File: src/rtl/core/mlbm_pkg.sv
// Shared types, codes and level arithmetic for the multilevel byte symbol mapper.
// Used by every module of the block; depends on nothing.

package mlbm_pkg;

  // Operation codes carried on the input channel.
  localparam logic OP_EXPAND = 1'b0;
  localparam logic OP_SHRINK = 1'b1;

  // Parts-per-byte register codes; only these three are legal.
  localparam logic [2:0] PARTS_ONE  = 3'd1;
  localparam logic [2:0] PARTS_TWO  = 3'd2;
  localparam logic [2:0] PARTS_FOUR = 3'd4;
  localparam logic [2:0] PARTS_RESET = PARTS_TWO;

  // One result item as it travels to the output register.
  typedef struct packed {
    logic [7:0] value;
    logic       last;
    logic       error;
  } mlbm_result_t;

  // True for a legal parts count.
  function automatic logic parts_ok(input logic [2:0] parts);
    return (parts == PARTS_ONE) || (parts == PARTS_TWO) || (parts == PARTS_FOUR);
  endfunction

  // Index of the final part of a byte for a legal parts count.
  function automatic logic [1:0] last_part(input logic [2:0] parts);
    logic [1:0] r;
    unique case (parts)
      PARTS_ONE:  r = 2'd0;
      PARTS_TWO:  r = 2'd1;
      PARTS_FOUR: r = 2'd3;
      default:    r = 2'd0;
    endcase
    return r;
  endfunction

  // Level for a part index. With eight bits per part the top level saturates.
  function automatic logic [7:0] level_of(input logic [7:0] idx, input logic [2:0] parts);
    logic [7:0] r;
    unique case (parts)
      PARTS_ONE:  r = (idx == 8'hFF) ? 8'hFF : idx + 8'd1;
      PARTS_TWO:  r = {idx[3:0], 1'b1, 3'b000};
      PARTS_FOUR: r = {idx[1:0], 1'b1, 5'b00000};
      default:    r = 8'h00;
    endcase
    return r;
  endfunction

  // Nearest level index for a received sample; ties resolve to the lower index.
  function automatic logic [7:0] nearest_index(input logic [7:0] s, input logic [2:0] parts);
    logic [7:0] dec;
    logic [7:0] r;
    dec = s - 8'd1;
    unique case (parts)
      PARTS_ONE:  r = dec;
      PARTS_TWO:  r = {4'b0000, dec[7:4]};
      PARTS_FOUR: r = {6'b000000, dec[7:6]};
      default:    r = 8'h00;
    endcase
    if (s == 8'h00) begin
      r = 8'h00;
    end
    return r;
  endfunction

endpackage

File: src/rtl/core/mlbm_in_stage.sv
// Input register of the mapper: holds one accepted item, steps through its parts
// and keeps the shrink accumulator. Depends on mlbm_pkg.

module mlbm_in_stage (
  input  logic                  clk_i,
  input  logic                  rst_ni,
  input  logic [2:0]            parts_i,
  input  logic                  in_valid_i,
  output logic                  in_stall_o,
  input  logic                  op_i,
  input  logic [7:0]            sample_i,
  output logic                  res_valid_o,
  output mlbm_pkg::mlbm_result_t res_o,
  input  logic                  res_take_i
);
  import mlbm_pkg::*;

  logic       valid_q, valid_d;
  logic       op_q;
  logic [7:0] sample_q;
  logic [1:0] part_q, part_d;
  logic [1:0] idx_q, idx_d;
  logic [7:0] acc_q, acc_d;

  logic       p_ok, complete, has_out, final_part, done, accept;
  logic [1:0] p_last;
  logic [7:0] part_sel, shr_idx, acc_new;

  assign p_ok     = parts_ok(parts_i);
  assign p_last   = last_part(parts_i);
  assign complete = (idx_q >= p_last);

  // A shrink sample that does not complete a byte produces no result.
  assign has_out    = (op_q == OP_EXPAND) || !p_ok || complete;
  assign final_part = !p_ok || (op_q == OP_SHRINK) || (part_q == p_last);
  assign done       = valid_q && (!has_out || (res_take_i && final_part));
  assign in_stall_o = valid_q && !done;
  assign accept     = in_valid_i && !in_stall_o;

  // Select the current part of the data byte.
  always_comb begin
    part_sel = 8'h00;
    unique case (parts_i)
      PARTS_ONE:  part_sel = sample_q;
      PARTS_TWO:  part_sel = part_q[0] ? {4'b0000, sample_q[7:4]} : {4'b0000, sample_q[3:0]};
      PARTS_FOUR: begin
        case (part_q)
          2'd0:    part_sel = {6'b000000, sample_q[1:0]};
          2'd1:    part_sel = {6'b000000, sample_q[3:2]};
          2'd2:    part_sel = {6'b000000, sample_q[5:4]};
          default: part_sel = {6'b000000, sample_q[7:6]};
        endcase
      end
      default:    part_sel = 8'h00;
    endcase
  end

  // Place the recovered index at its part position; bits past bit 7 drop out.
  always_comb begin
    shr_idx = nearest_index(sample_q, parts_i);
    acc_new = acc_q;
    unique case (parts_i)
      PARTS_ONE:  acc_new = acc_q | ((idx_q == 2'd0) ? shr_idx : 8'h00);
      PARTS_TWO: begin
        case (idx_q)
          2'd0:    acc_new = acc_q | shr_idx;
          2'd1:    acc_new = acc_q | {shr_idx[3:0], 4'b0000};
          default: acc_new = acc_q;
        endcase
      end
      PARTS_FOUR: begin
        case (idx_q)
          2'd0:    acc_new = acc_q | shr_idx;
          2'd1:    acc_new = acc_q | {4'b0000, shr_idx[1:0], 2'b00};
          2'd2:    acc_new = acc_q | {2'b00, shr_idx[1:0], 4'b0000};
          default: acc_new = acc_q | {shr_idx[1:0], 6'b000000};
        endcase
      end
      default:    acc_new = acc_q;
    endcase
  end

  // Build the result offered to the output register.
  always_comb begin
    res_valid_o = valid_q && has_out;
    res_o.error = !p_ok;
    if (!p_ok) begin
      res_o.value = 8'h00;
      res_o.last  = 1'b1;
    end else if (op_q == OP_SHRINK) begin
      res_o.value = acc_new;
      res_o.last  = 1'b1;
    end else begin
      res_o.value = level_of(part_sel, parts_i);
      res_o.last  = (part_q == p_last);
    end
  end

  // Next state of the item register, part counter and shrink state.
  always_comb begin
    valid_d = valid_q;
    part_d  = part_q;
    idx_d   = idx_q;
    acc_d   = acc_q;
    if (accept) begin
      valid_d = 1'b1;
      part_d  = 2'd0;
    end else if (done) begin
      valid_d = 1'b0;
    end else if (res_valid_o && res_take_i) begin
      part_d = part_q + 2'd1;
    end
    if (done && (op_q == OP_SHRINK) && p_ok) begin
      if (complete) begin
        idx_d = 2'd0;
        acc_d = 8'h00;
      end else begin
        idx_d = idx_q + 2'd1;
        acc_d = acc_new;
      end
    end
  end

  always_ff @(posedge clk_i or negedge rst_ni) begin
    if (!rst_ni) begin
      valid_q <= 1'b0;
      part_q  <= 2'd0;
      idx_q   <= 2'd0;
      acc_q   <= 8'h00;
    end else begin
      valid_q <= valid_d;
      part_q  <= part_d;
      idx_q   <= idx_d;
      acc_q   <= acc_d;
    end
  end

  // Payload of the accepted item.
  always_ff @(posedge clk_i) begin
    if (accept) begin
      op_q     <= op_i;
      sample_q <= sample_i;
    end
  end

  // A freshly accepted item always starts at its first part.
  a_part_restart: assert property (@(posedge clk_i) disable iff (!rst_ni)
    accept |=> (part_q == 2'd0))
    else $error("part counter not restarted on a new item");

  // Completing a byte clears the shrink state.
  a_shrink_clear: assert property (@(posedge clk_i) disable iff (!rst_ni)
    (done && (op_q == OP_SHRINK) && p_ok && complete) |=> (idx_q == 2'd0) && (acc_q == 8'h00))
    else $error("shrink state not cleared after a full byte");

  // An empty input register never holds off the sender.
  a_empty_no_stall: assert property (@(posedge clk_i) disable iff (!rst_ni)
    !valid_q |-> !in_stall_o)
    else $error("stall raised with no item held");

  // Error results always close their item.
  a_error_last: assert property (@(posedge clk_i) disable iff (!rst_ni)
    (res_valid_o && res_o.error) |-> res_o.last)
    else $error("error result not marked last");

endmodule

File: src/rtl/core/mlbm_out_reg.sv
// Output register of the mapper: holds one result until the receiver takes it.
// Depends on mlbm_pkg.

module mlbm_out_reg (
  input  logic                   clk_i,
  input  logic                   rst_ni,
  input  logic                   res_valid_i,
  input  mlbm_pkg::mlbm_result_t res_i,
  output logic                   res_take_o,
  output logic                   out_valid_o,
  input  logic                   out_stall_i,
  output logic [7:0]             value_o,
  output logic                   last_o,
  output logic                   error_o
);
  import mlbm_pkg::*;

  logic         valid_q, valid_d;
  mlbm_result_t res_q;

  // The register can load when empty or when its transfer completes now.
  assign res_take_o = !valid_q || !out_stall_i;
  assign valid_d    = res_take_o ? res_valid_i : valid_q;

  always_ff @(posedge clk_i or negedge rst_ni) begin
    if (!rst_ni) begin
      valid_q <= 1'b0;
    end else begin
      valid_q <= valid_d;
    end
  end

  always_ff @(posedge clk_i) begin
    if (res_take_o && res_valid_i) begin
      res_q <= res_i;
    end
  end

  assign out_valid_o = valid_q;
  assign value_o     = res_q.value;
  assign last_o      = res_q.last;
  assign error_o     = res_q.error;

endmodule

File: src/rtl/core/multilevel_byte_symbol_mapper_unit.sv
// Top level of the multilevel byte symbol mapper: parts-count register, input
// stage and output register. Depends on mlbm_pkg, mlbm_in_stage and mlbm_out_reg.
//
// Usage:
// The input channel (in_valid_i / in_stall_o) carries op_i and sample_i. With
// op expand, one data byte becomes parts_per_byte level values, least
// significant part first, the final one marked by last_o. With op shrink, one
// received level is taken per transfer; after parts_per_byte samples one
// recovered byte leaves with last_o set. An illegal parts count yields one
// result with error_o set for any item.
// The output channel (out_valid_o / out_stall_i) moves one result per transfer.
// An accepted item waits in the input stage, and its result then moves into
// the output register. An expand item stays until all its parts are taken,
// one result per cycle unless the receiver stalls; a shrink item leaves once
// any result it gives is taken. The next item is accepted in the cycle its
// predecessor finishes. The parts count must be written through cfg_we_i /
// cfg_wdata_i only while idle; the block does not enforce this. Reset clears
// both registers, the shrink state, and sets the parts count to 2. When the
// receiver stalls, the output register holds its result and the input stage holds its item, then raises in_stall_o.

module multilevel_byte_symbol_mapper_unit (
  input  logic       clk_i,
  input  logic       rst_ni,
  input  logic       cfg_we_i,
  input  logic [2:0] cfg_wdata_i,
  input  logic       in_valid_i,
  output logic       in_stall_o,
  input  logic       op_i,
  input  logic [7:0] sample_i,
  output logic       out_valid_o,
  input  logic       out_stall_i,
  output logic [7:0] value_o,
  output logic       last_o,
  output logic       error_o
);
  import mlbm_pkg::*;

  logic [2:0]   parts_q;
  logic         res_valid, res_take;
  mlbm_result_t res;

  // Parts-per-byte configuration register.
  always_ff @(posedge clk_i or negedge rst_ni) begin
    if (!rst_ni) begin
      parts_q <= PARTS_RESET;
    end else if (cfg_we_i) begin
      parts_q <= cfg_wdata_i;
    end
  end

  mlbm_in_stage u_in_stage (
    .clk_i       (clk_i),
    .rst_ni      (rst_ni),
    .parts_i     (parts_q),
    .in_valid_i  (in_valid_i),
    .in_stall_o  (in_stall_o),
    .op_i        (op_i),
    .sample_i    (sample_i),
    .res_valid_o (res_valid),
    .res_o       (res),
    .res_take_i  (res_take)
  );

  mlbm_out_reg u_out_reg (
    .clk_i       (clk_i),
    .rst_ni      (rst_ni),
    .res_valid_i (res_valid),
    .res_i       (res),
    .res_take_o  (res_take),
    .out_valid_o (out_valid_o),
    .out_stall_i (out_stall_i),
    .value_o     (value_o),
    .last_o      (last_o),
    .error_o     (error_o)
  );

endmodule
File: config.mk
export PLATFORM = sky130hd
export DESIGN_NAME = multilevel_byte_symbol_mapper_unit
export DESIGN_NICKNAME = d
export VERILOG_FILES = /design/src/rtl/core/mlbm_pkg.sv /design/src/rtl/core/mlbm_in_stage.sv /design/src/rtl/core/mlbm_out_reg.sv /design/src/rtl/core/multilevel_byte_symbol_mapper_unit.sv
export SDC_FILE = /design/constraint.sdc
export NUM_CORES = 1
export LEC_CHECK = 0
export ABC_AREA = 1
export BUFFER_PORTS_ARGS = -buffer_cell sky130_fd_sc_hd__buf_2
export CORE_MARGIN = 10
export CORE_UTILIZATION = 25
export DETAILED_ROUTE_END_ITERATION = 6
export PLACE_DENSITY = 0.44
export SLEW_MARGIN = 10
export SYNTH_ARGS = -nofsm -noshare
export SYNTH_HDL_FRONTEND = slang
export SYNTH_SLANG_ARGS = --single-unit
File: constraint.sdc
create_clock -name clk_i -period 3 [get_ports clk_i]
set_input_delay 0.15 -clock clk_i [delete_from_list [all_inputs] [get_ports clk_i]]
set_output_delay 0.15 -clock clk_i [all_outputs]
set_load 0.005 [all_outputs]
==> results of run 1 <==
-- cells in the final DEF (no fill, tap or decap), drive strengths merged --
master         n
or2            3
dfrtp         16
a21oi         11
o211ai         1
a31oi          3
o21ai         27
clkbuf         7
xnor2          1
a211oi         2
clkinvlp       1
nor2          38
buf           30
nand3         39
dlygate4sd3    1
nand4          8
and2           1
nand2        128
inv           49
ha            13
dfstp          1
nor3           2
a41oi          1
edfxtp        19
o22ai          1
-- power groups by stage --
stage	registers (mW)	logic (mW)	clock network, mW
5_1_grt	0.830	1.03	0.405
3_5_place_dp	0.818	0.896	0
3_3_place_gp	0.815	0.905	0
2_1_floorplan	0.774	0.670	0
6_report	0.806	0.888	0.372
4_1_cts	0.809	0.899	0.386
-- metal layers --
layer	part of all wire (%)	routed length, um	vias up
li1	-	-	1259
met1	49	3700	1118
met2	44	3360	52
met3	5.2	389	9
met4	1.3	99	0
met5	0	0	-
-- final cells by class --
cell class                 instances  area share (%)
clock buffer                       7            2.80
clock inverter                     1           0.244
tap                              136            5.52
timing repair buffer              31            5.36
inverter                          49            6.21
sequential                        36            32.3
multi-input combinational        279            47.5
-- sequential cells by signal, indices dropped and copies added, names as in the netlist --
signal and count:
parts_q 3, u_in_stage.acc_q 8, u_in_stage.idx_q 2, u_in_stage.op_q 1, u_in_stage.part_q 2, u_in_stage.sample_q 8
u_in_stage.valid_q 1, u_out_reg.error_o 1, u_out_reg.last_o 1, u_out_reg.out_valid_o 1, u_out_reg.value_o 8
-- cells by family (layout without fill, tap and decap cells) --
group	after synthesis	in the layout	share of synthesized area, %
and+or+nand+nor	219	219	38.3
DFF	36	36	37.2
adders and majority gates	13	13	6.07
AOI/OAI and AO/OA	46	46	9.99
buffers and inverters	52	88	8.12
xor gates and xnor gates	1	1	0.327
-- timing repair --
action                     CTS  global route
setup endpoints to repair    0             0
hold buffers                 1             0
hold endpoints to repair    16             0
-- worst min-delay path by stage --
stage,start,to,depth (start not counted)
after CTS,sample_i[0],u_in_stage.sample_q[0],1
after detailed placement,rst_ni,u_in_stage.acc_q[0],1
after global routing,sample_i[5],u_in_stage.sample_q[5],1
after global placement,rst_ni,u_in_stage.acc_q[0],1
after floorplan,rst_ni,parts_q[0],0
final,sample_i[7],u_in_stage.sample_q[7],1
==> impl_metrics.env, run 1 <==
export IMPL_via_count=2438
export IMPL_worst_ep_arrival_time_ns=2.57
export IMPL_footprint_of_the_multi_input_gates_um2=1470
export IMPL_power_total_mw=2.07
export IMPL_avgRoutedWirePerCell_um=14.0
export IMPL_max_capacitance_violation_count=0
export IMPL_antenna_violating_nets_post_route=0
export IMPL_gr_max_usage_layer="met2"
export IMPL_post_dp_cell_area_um2=2980
export IMPL_worst_slew_pin_slew_ns=0.902
export IMPL_final_fill_count=1172
export IMPL_worst_setup_path_start_kind="register"
export IMPL_critical_path_peak_fanout=12
export IMPL_timing_critical_path_from="u_in_stage.part_q[0]"
export IMPL_die_height_um=124
export IMPL_synth_yosys_seq_area_share_pct=37.2
export IMPL_period_share_pct=85.0
export IMPL_grt_met2_usage_pct=16.3
export IMPL_synth_ff_type="sky130_fd_sc_hd__edfxtp_1"
export IMPL_switching_share_pct=42.9
export IMPL_floorplan_initialDensity_pct=25.8
export IMPL_post_synth_cell_area_avg_um2=7.30
export IMPL_synth_edf_count=19
export IMPL_placement_rows=37
export IMPL_post_dp_hpwl_um=6330
export IMPL_fin_area_um2=3080
export IMPL_startpoint_of_the_worst_register_to_register_path="u_in_stage.part_q[0]"
export IMPL_finalNetCount=432
export IMPL_timing_hold_violations_final=0
export IMPL_dpl_cell_count=530
export IMPL_design_die_area_um2=15300
export IMPL_synth_top_area_share_pct=21.3
export IMPL_crit_end="u_out_reg.value_o[1]"
export IMPL_yosysMostFrequentCell="sky130_fd_sc_hd__nand2_1"
export IMPL_drt_pass1_iterations=4
export IMPL_clock_tree_from_tritoncts="done"
export IMPL_vias_per_cell=4.52
export IMPL_final_layout_size_suffix_gt1_share_pct=20.6
export IMPL_ys_ff_latch=36
export IMPL_pwr_share_seq_pct=39.0
export IMPL_top_level_ports=29
export IMPL_hold_slack_ns=0.0306
export IMPL_number_of_remaining_drc_errors=0
export IMPL_worstPathCellList="inv_2 > ha_1 > nand2_1 > nand2_1 > nor2_1 > nor2_2 > nor2_1 > inv_1 > ha_1 > nand2_2 > nor2_2 > nand4_2 > inv_1 > o21ai_0 > o21ai_0"
export IMPL_area_sequential_um2=997
export IMPL_layout_min_cycle_time_ns=2.55
export IMPL_max_vdd_ir_drop_v=0.000326
export IMPL_syn_num_nets=397
export IMPL_path_clk_slew_ns=0.08
export IMPL_critPathCaptureType="register"
export IMPL_syn_area_um2=2680
export IMPL_cts_setup_buffers=0
export IMPL_ys_warnings_count=0
export IMPL_grt_first_pass_wirelength_um=12300
export IMPL_largest_buffer_count_on_any_clock_path=2
export IMPL_layout_core_utilization_pct=29.7
export IMPL_hold_class="input port to register"
export IMPL_numCtsBuffers=5
export IMPL_regToRegSetupSlack_ns=0.45
export IMPL_power_frac_comb_pct=43.0
export IMPL_setup_worst_path_class="register to register"
export IMPL_clock_power_share_pct=18.0
export IMPL_run_status="finished, final reports clean"
export IMPL_insertedDiodeCount=0
export IMPL_cts_h_tree_depth=2
export IMPL_maximum_operating_frequency_ghz=0.392
export IMPL_post_route_worst_setup_slack_ns=0.451
export IMPL_share_of_synthesized_flip_flops_with_an_asynchronous_set_or_reset_pct=47.2
export IMPL_insertion_delay_ns=0.29
export IMPL_max_stage_delay_on_crit_path_ns=0.57
export IMPL_groute_layer_met3_usage_pct=2.96
export IMPL_finalWirelength_um=7540
export IMPL_reg2regPathDepth=15
export IMPL_power_switching_mw=0.885
export IMPL_area_growth_pct=15.0
export IMPL_final_cells=539
export IMPL_synth_largest_area_cell="sky130_fd_sc_hd__edfxtp_1"
export IMPL_portBuffers=28
export IMPL_gr_usage_all_layers_pct=10.2
export IMPL_grt_antenna_before_repair=0
export IMPL_worstPathRequired_ns=3.03
export IMPL_internal_power_mw=1.18
export IMPL_maxSlewViolCount=0
export IMPL_finalClockSkew_ns=0.0130
export IMPL_synthTopCellsByCount="sky130_fd_sc_hd__nand2_1 (115), sky130_fd_sc_hd__inv_1 (36), sky130_fd_sc_hd__nand3_1 (35)"
export IMPL_grt_max_degree=18
export IMPL_slowest_stage="sky130_fd_sc_hd__dfrtp_1"
export IMPL_synth_cells=367
export IMPL_leakage_nw=1.49
export IMPL_slew_headroom_pct=39.7
export IMPL_finalSetupViolations=0
export IMPL_crit_cells=15
export IMPL_via_count_of_the_first_global_routing_pass=2445
export IMPL_final_setup_tns_ns=0
export IMPL_die_w_um=124
export IMPL_cellPowerDensity_nw_per_um2=670
export IMPL_numClockSinks=36
export IMPL_globalRouteOverflowTotal=0
export IMPL_worstReg2RegEnd="u_out_reg.value_o[1]"
export IMPL_gr_usage_met1_pct=13.2
export IMPL_cts_resized_gates=0
export IMPL_placement_setup_worst_slack_ns=0.440
export IMPL_ys_top_cells_by_area="sky130_fd_sc_hd__edfxtp_1 (21%), sky130_fd_sc_hd__nand2_1 (16%), sky130_fd_sc_hd__dfrtp_1 (15%), sky130_fd_sc_hd__nand3_1 (6.5%), sky130_fd_sc_hd__ha_1 (6.1%)"
export IMPL_critical_path_top_delay_family="simple AND/OR/NAND/NOR gates"
export IMPL_grt_setup_unrepaired="no"
export IMPL_yosysUniqueCellTypes=38
export IMPL_path_buf_inv=3
export IMPL_drt_iter0_markers=119
export IMPL_routabilityCongestion=0.879
export IMPL_ctsRootBufferMaster="sky130_fd_sc_hd__clkbuf_8"
export IMPL_core_area_um2=10400
No activity file was read; power rests on OpenSTA's default activity.
==> run 2: changes to the inputs <==
Clock period 3 ns to 2.55 ns, I/O delays scaled along.
==> run 2 against run 1 <==
  * Via count grew 1.9%
  * Total power up 20%
  * Critical path depth is 1 higher
  * Register-to-register slack got worse by 0.24 ns
  * Final cell count grew 3.7%
  * Combinational power is 27% higher
  * First-iteration DRC count decreased by 13%
  * Non-clock buffer count rose by 20
  * Count of clock-buffer cells in the layout decreased by 2
==> impl_metrics.env, run 2 (synthesis results as in run 1) <==
export IMPL_setup_worst_path_class="register to register"
export IMPL_maxSlewViolCount=0
export IMPL_final_setup_tns_ns=0
export IMPL_final_fill_count=1142
export IMPL_fin_area_um2=3280
export IMPL_antenna_violating_nets_post_route=0
export IMPL_footprint_of_the_multi_input_gates_um2=1500
export IMPL_slew_headroom_pct=45.1
export IMPL_ctsRootBufferMaster="sky130_fd_sc_hd__clkbuf_8"
export IMPL_critPathCaptureType="register"
export IMPL_cts_h_tree_depth=2
export IMPL_max_stage_delay_on_crit_path_ns=0.38
export IMPL_die_height_um=124
export IMPL_area_sequential_um2=998
export IMPL_numCtsBuffers=5
export IMPL_die_w_um=124
export IMPL_grt_setup_unrepaired="no"
export IMPL_reg2regPathDepth=16
export IMPL_post_dp_cell_area_um2=3070
export IMPL_timing_critical_path_from="parts_q[0]"
export IMPL_layout_common_cells="sky130_fd_sc_hd__nand2_1 (115), sky130_fd_sc_hd__inv_1 (35), sky130_fd_sc_hd__nand3_1 (35), sky130_fd_sc_hd__nor2_1 (30), sky130_fd_sc_hd__buf_2 (28)"
export IMPL_gr_max_usage_layer="met2"
export IMPL_floorplan_initialDensity_pct=25.8
export IMPL_via_count_of_the_first_global_routing_pass=2452
export IMPL_finalClockSkew_ns=0.00934
export IMPL_worstPathRequired_ns=2.58
export IMPL_holdPathStages=1
export IMPL_via_count=2485
export IMPL_path_clk_slew_ns=0.08
export IMPL_cellPowerDensity_nw_per_um2=753
export IMPL_grt_antenna_before_repair=0
export IMPL_leakage_nw=1.59
export IMPL_area_growth_pct=22.5
export IMPL_worstPathCellList="inv_2 > buf_4 > nand3_4 > buf_4 > inv_2 > nand2_1 > o21ai_1 > nor2_2 > inv_1 > ha_1 > nand2_2 > nor2_4 > nand4_4 > inv_1 > o21ai_0 > o21ai_0"
export IMPL_number_of_remaining_drc_errors=0
export IMPL_groute_layer_met3_usage_pct=2.32
export IMPL_gr_usage_met1_pct=14.6
export IMPL_hold_class="input port to register"
export IMPL_worst_hold_path_endpoint="u_in_stage.sample_q[6]"
export IMPL_layout_min_cycle_time_ns=2.34
export IMPL_routabilityCongestion=0.909
export IMPL_regToRegSetupSlack_ns=0.21
export IMPL_period_share_pct=91.9
export IMPL_gr_usage_all_layers_pct=10.5
export IMPL_run_status="finished, final reports clean"
export IMPL_cts_setup_buffers=0
export IMPL_grt_max_degree=18
export IMPL_vias_per_cell=4.45
export IMPL_clock_tree_from_tritoncts="done"
export IMPL_drt_iter0_markers=103
export IMPL_placement_rows=37
export IMPL_worst_setup_path_start_kind="register"
export IMPL_grt_met2_usage_pct=16.0
export IMPL_timing_hold_violations_final=0
export IMPL_largest_buffer_count_on_any_clock_path=2
export IMPL_worst_slew_pin_slew_ns=0.821
export IMPL_finalWirelength_um=7580
export IMPL_globalRouteOverflowTotal=0
export IMPL_startpoint_of_the_worst_register_to_register_path="parts_q[0]"
export IMPL_top_level_ports=29
export IMPL_maximum_operating_frequency_ghz=0.427
export IMPL_portBuffers=28
export IMPL_hold_path_startpoint="sample_i[6]"
export IMPL_critical_path_peak_fanout=7
export IMPL_final_layout_size_suffix_gt1_share_pct=24.1
export IMPL_hold_slack_ns=0.0141
export IMPL_design_die_area_um2=15300
export IMPL_insertion_delay_ns=0.29
export IMPL_finalSetupViolations=0
export IMPL_slowest_stage="sky130_fd_sc_hd__dfrtp_1"
export IMPL_drt_pass1_iterations=4
export IMPL_avgRoutedWirePerCell_um=13.6
export IMPL_max_capacitance_violation_count=0
export IMPL_grt_first_pass_wirelength_um=12600
export IMPL_post_dp_hpwl_um=6340
export IMPL_finalNetCount=452
export IMPL_mostFrequentLayoutCell="sky130_fd_sc_hd__nand2_1"
export IMPL_numClockSinks=36
export IMPL_insertedDiodeCount=0
export IMPL_worst_ep_arrival_time_ns=2.37
export IMPL_worstReg2RegEnd="u_out_reg.value_o[1]"
export IMPL_max_vdd_ir_drop_v=0.000276
export IMPL_core_area_um2=10400
run 2: worst max path at each step:
stage | endpoint | cells past startpoint
2_1_floorplan | u_in_stage.op_q | 13
3_3_place_gp | u_out_reg.value_o[1] | 15
3_5_place_dp | u_in_stage.sample_q[7] | 12
4_1_cts | u_out_reg.value_o[1] | 15
5_1_grt | u_out_reg.value_o[1] | 16
6_report | u_out_reg.value_o[1] | 16
run 2: stage by stage:
step / setup slack [ns] / power, mW / util (%) / cells
after floorplan: 0.257 / 1.70 / - / 367
after global placement: 0.0849 / 2.06 / 29.6 / 542
after detailed placement: 0.0634 / 2.06 / 29.6 / 542
after CTS: 0.0441 / 2.48 / 31.2 / 558
after global routing: 0.00161 / 2.71 / 31.6 / 559
final: 0.206 / 2.47 / 31.6 / 559
run 2: worst max-delay path: cells and delay by family (launching register included):
kind / cells / cell delay (ns)
simple gates: 6 / 0.58
fa+ha+maj: 1 / 0.21
buf+inv: 6 / 0.56
compound gates: 3 / 0.37
flops: 1 / 0.38
run 2: where the power goes:
| group | switching, mW | total [mW] | internal [mW] |
|---|---|---|---|
| clock | 0.213 | 0.403 | 0.190 |
| combinational | 0.711 | 1.13 | 0.422 |
| sequential | 0.131 | 0.936 | 0.804 |
| total | 1.05 | 2.47 | 1.42 |
run 2: final cells by class:
| cell class | instances | area share [%] |
|---|---|---|
| inverter | 49 | 5.95 |
| sequential | 36 | 30.4 |
| tap | 136 | 5.18 |
| multi-input combinational | 279 | 45.6 |
| timing repair buffer | 51 | 10.2 |
| clock inverter | 3 | 0.572 |
| clock buffer | 5 | 2.10 |
run 2: what timing repair did:
item	CTS	global route
endpoints found under the hold margin	23	1
setup endpoints to repair	0	17
resized for setup	0	8
hold buffers	8	1
run 2: metal layers:
| metal | up-vias | wire length, um |
|---|---|---|
| li1 | 1308 | - |
| met1 | 1117 | 3670 |
| met4 | 0 | 86 |
| met3 | 7 | 397 |
| met2 | 53 | 3420 |
| met5 | - | 0 |
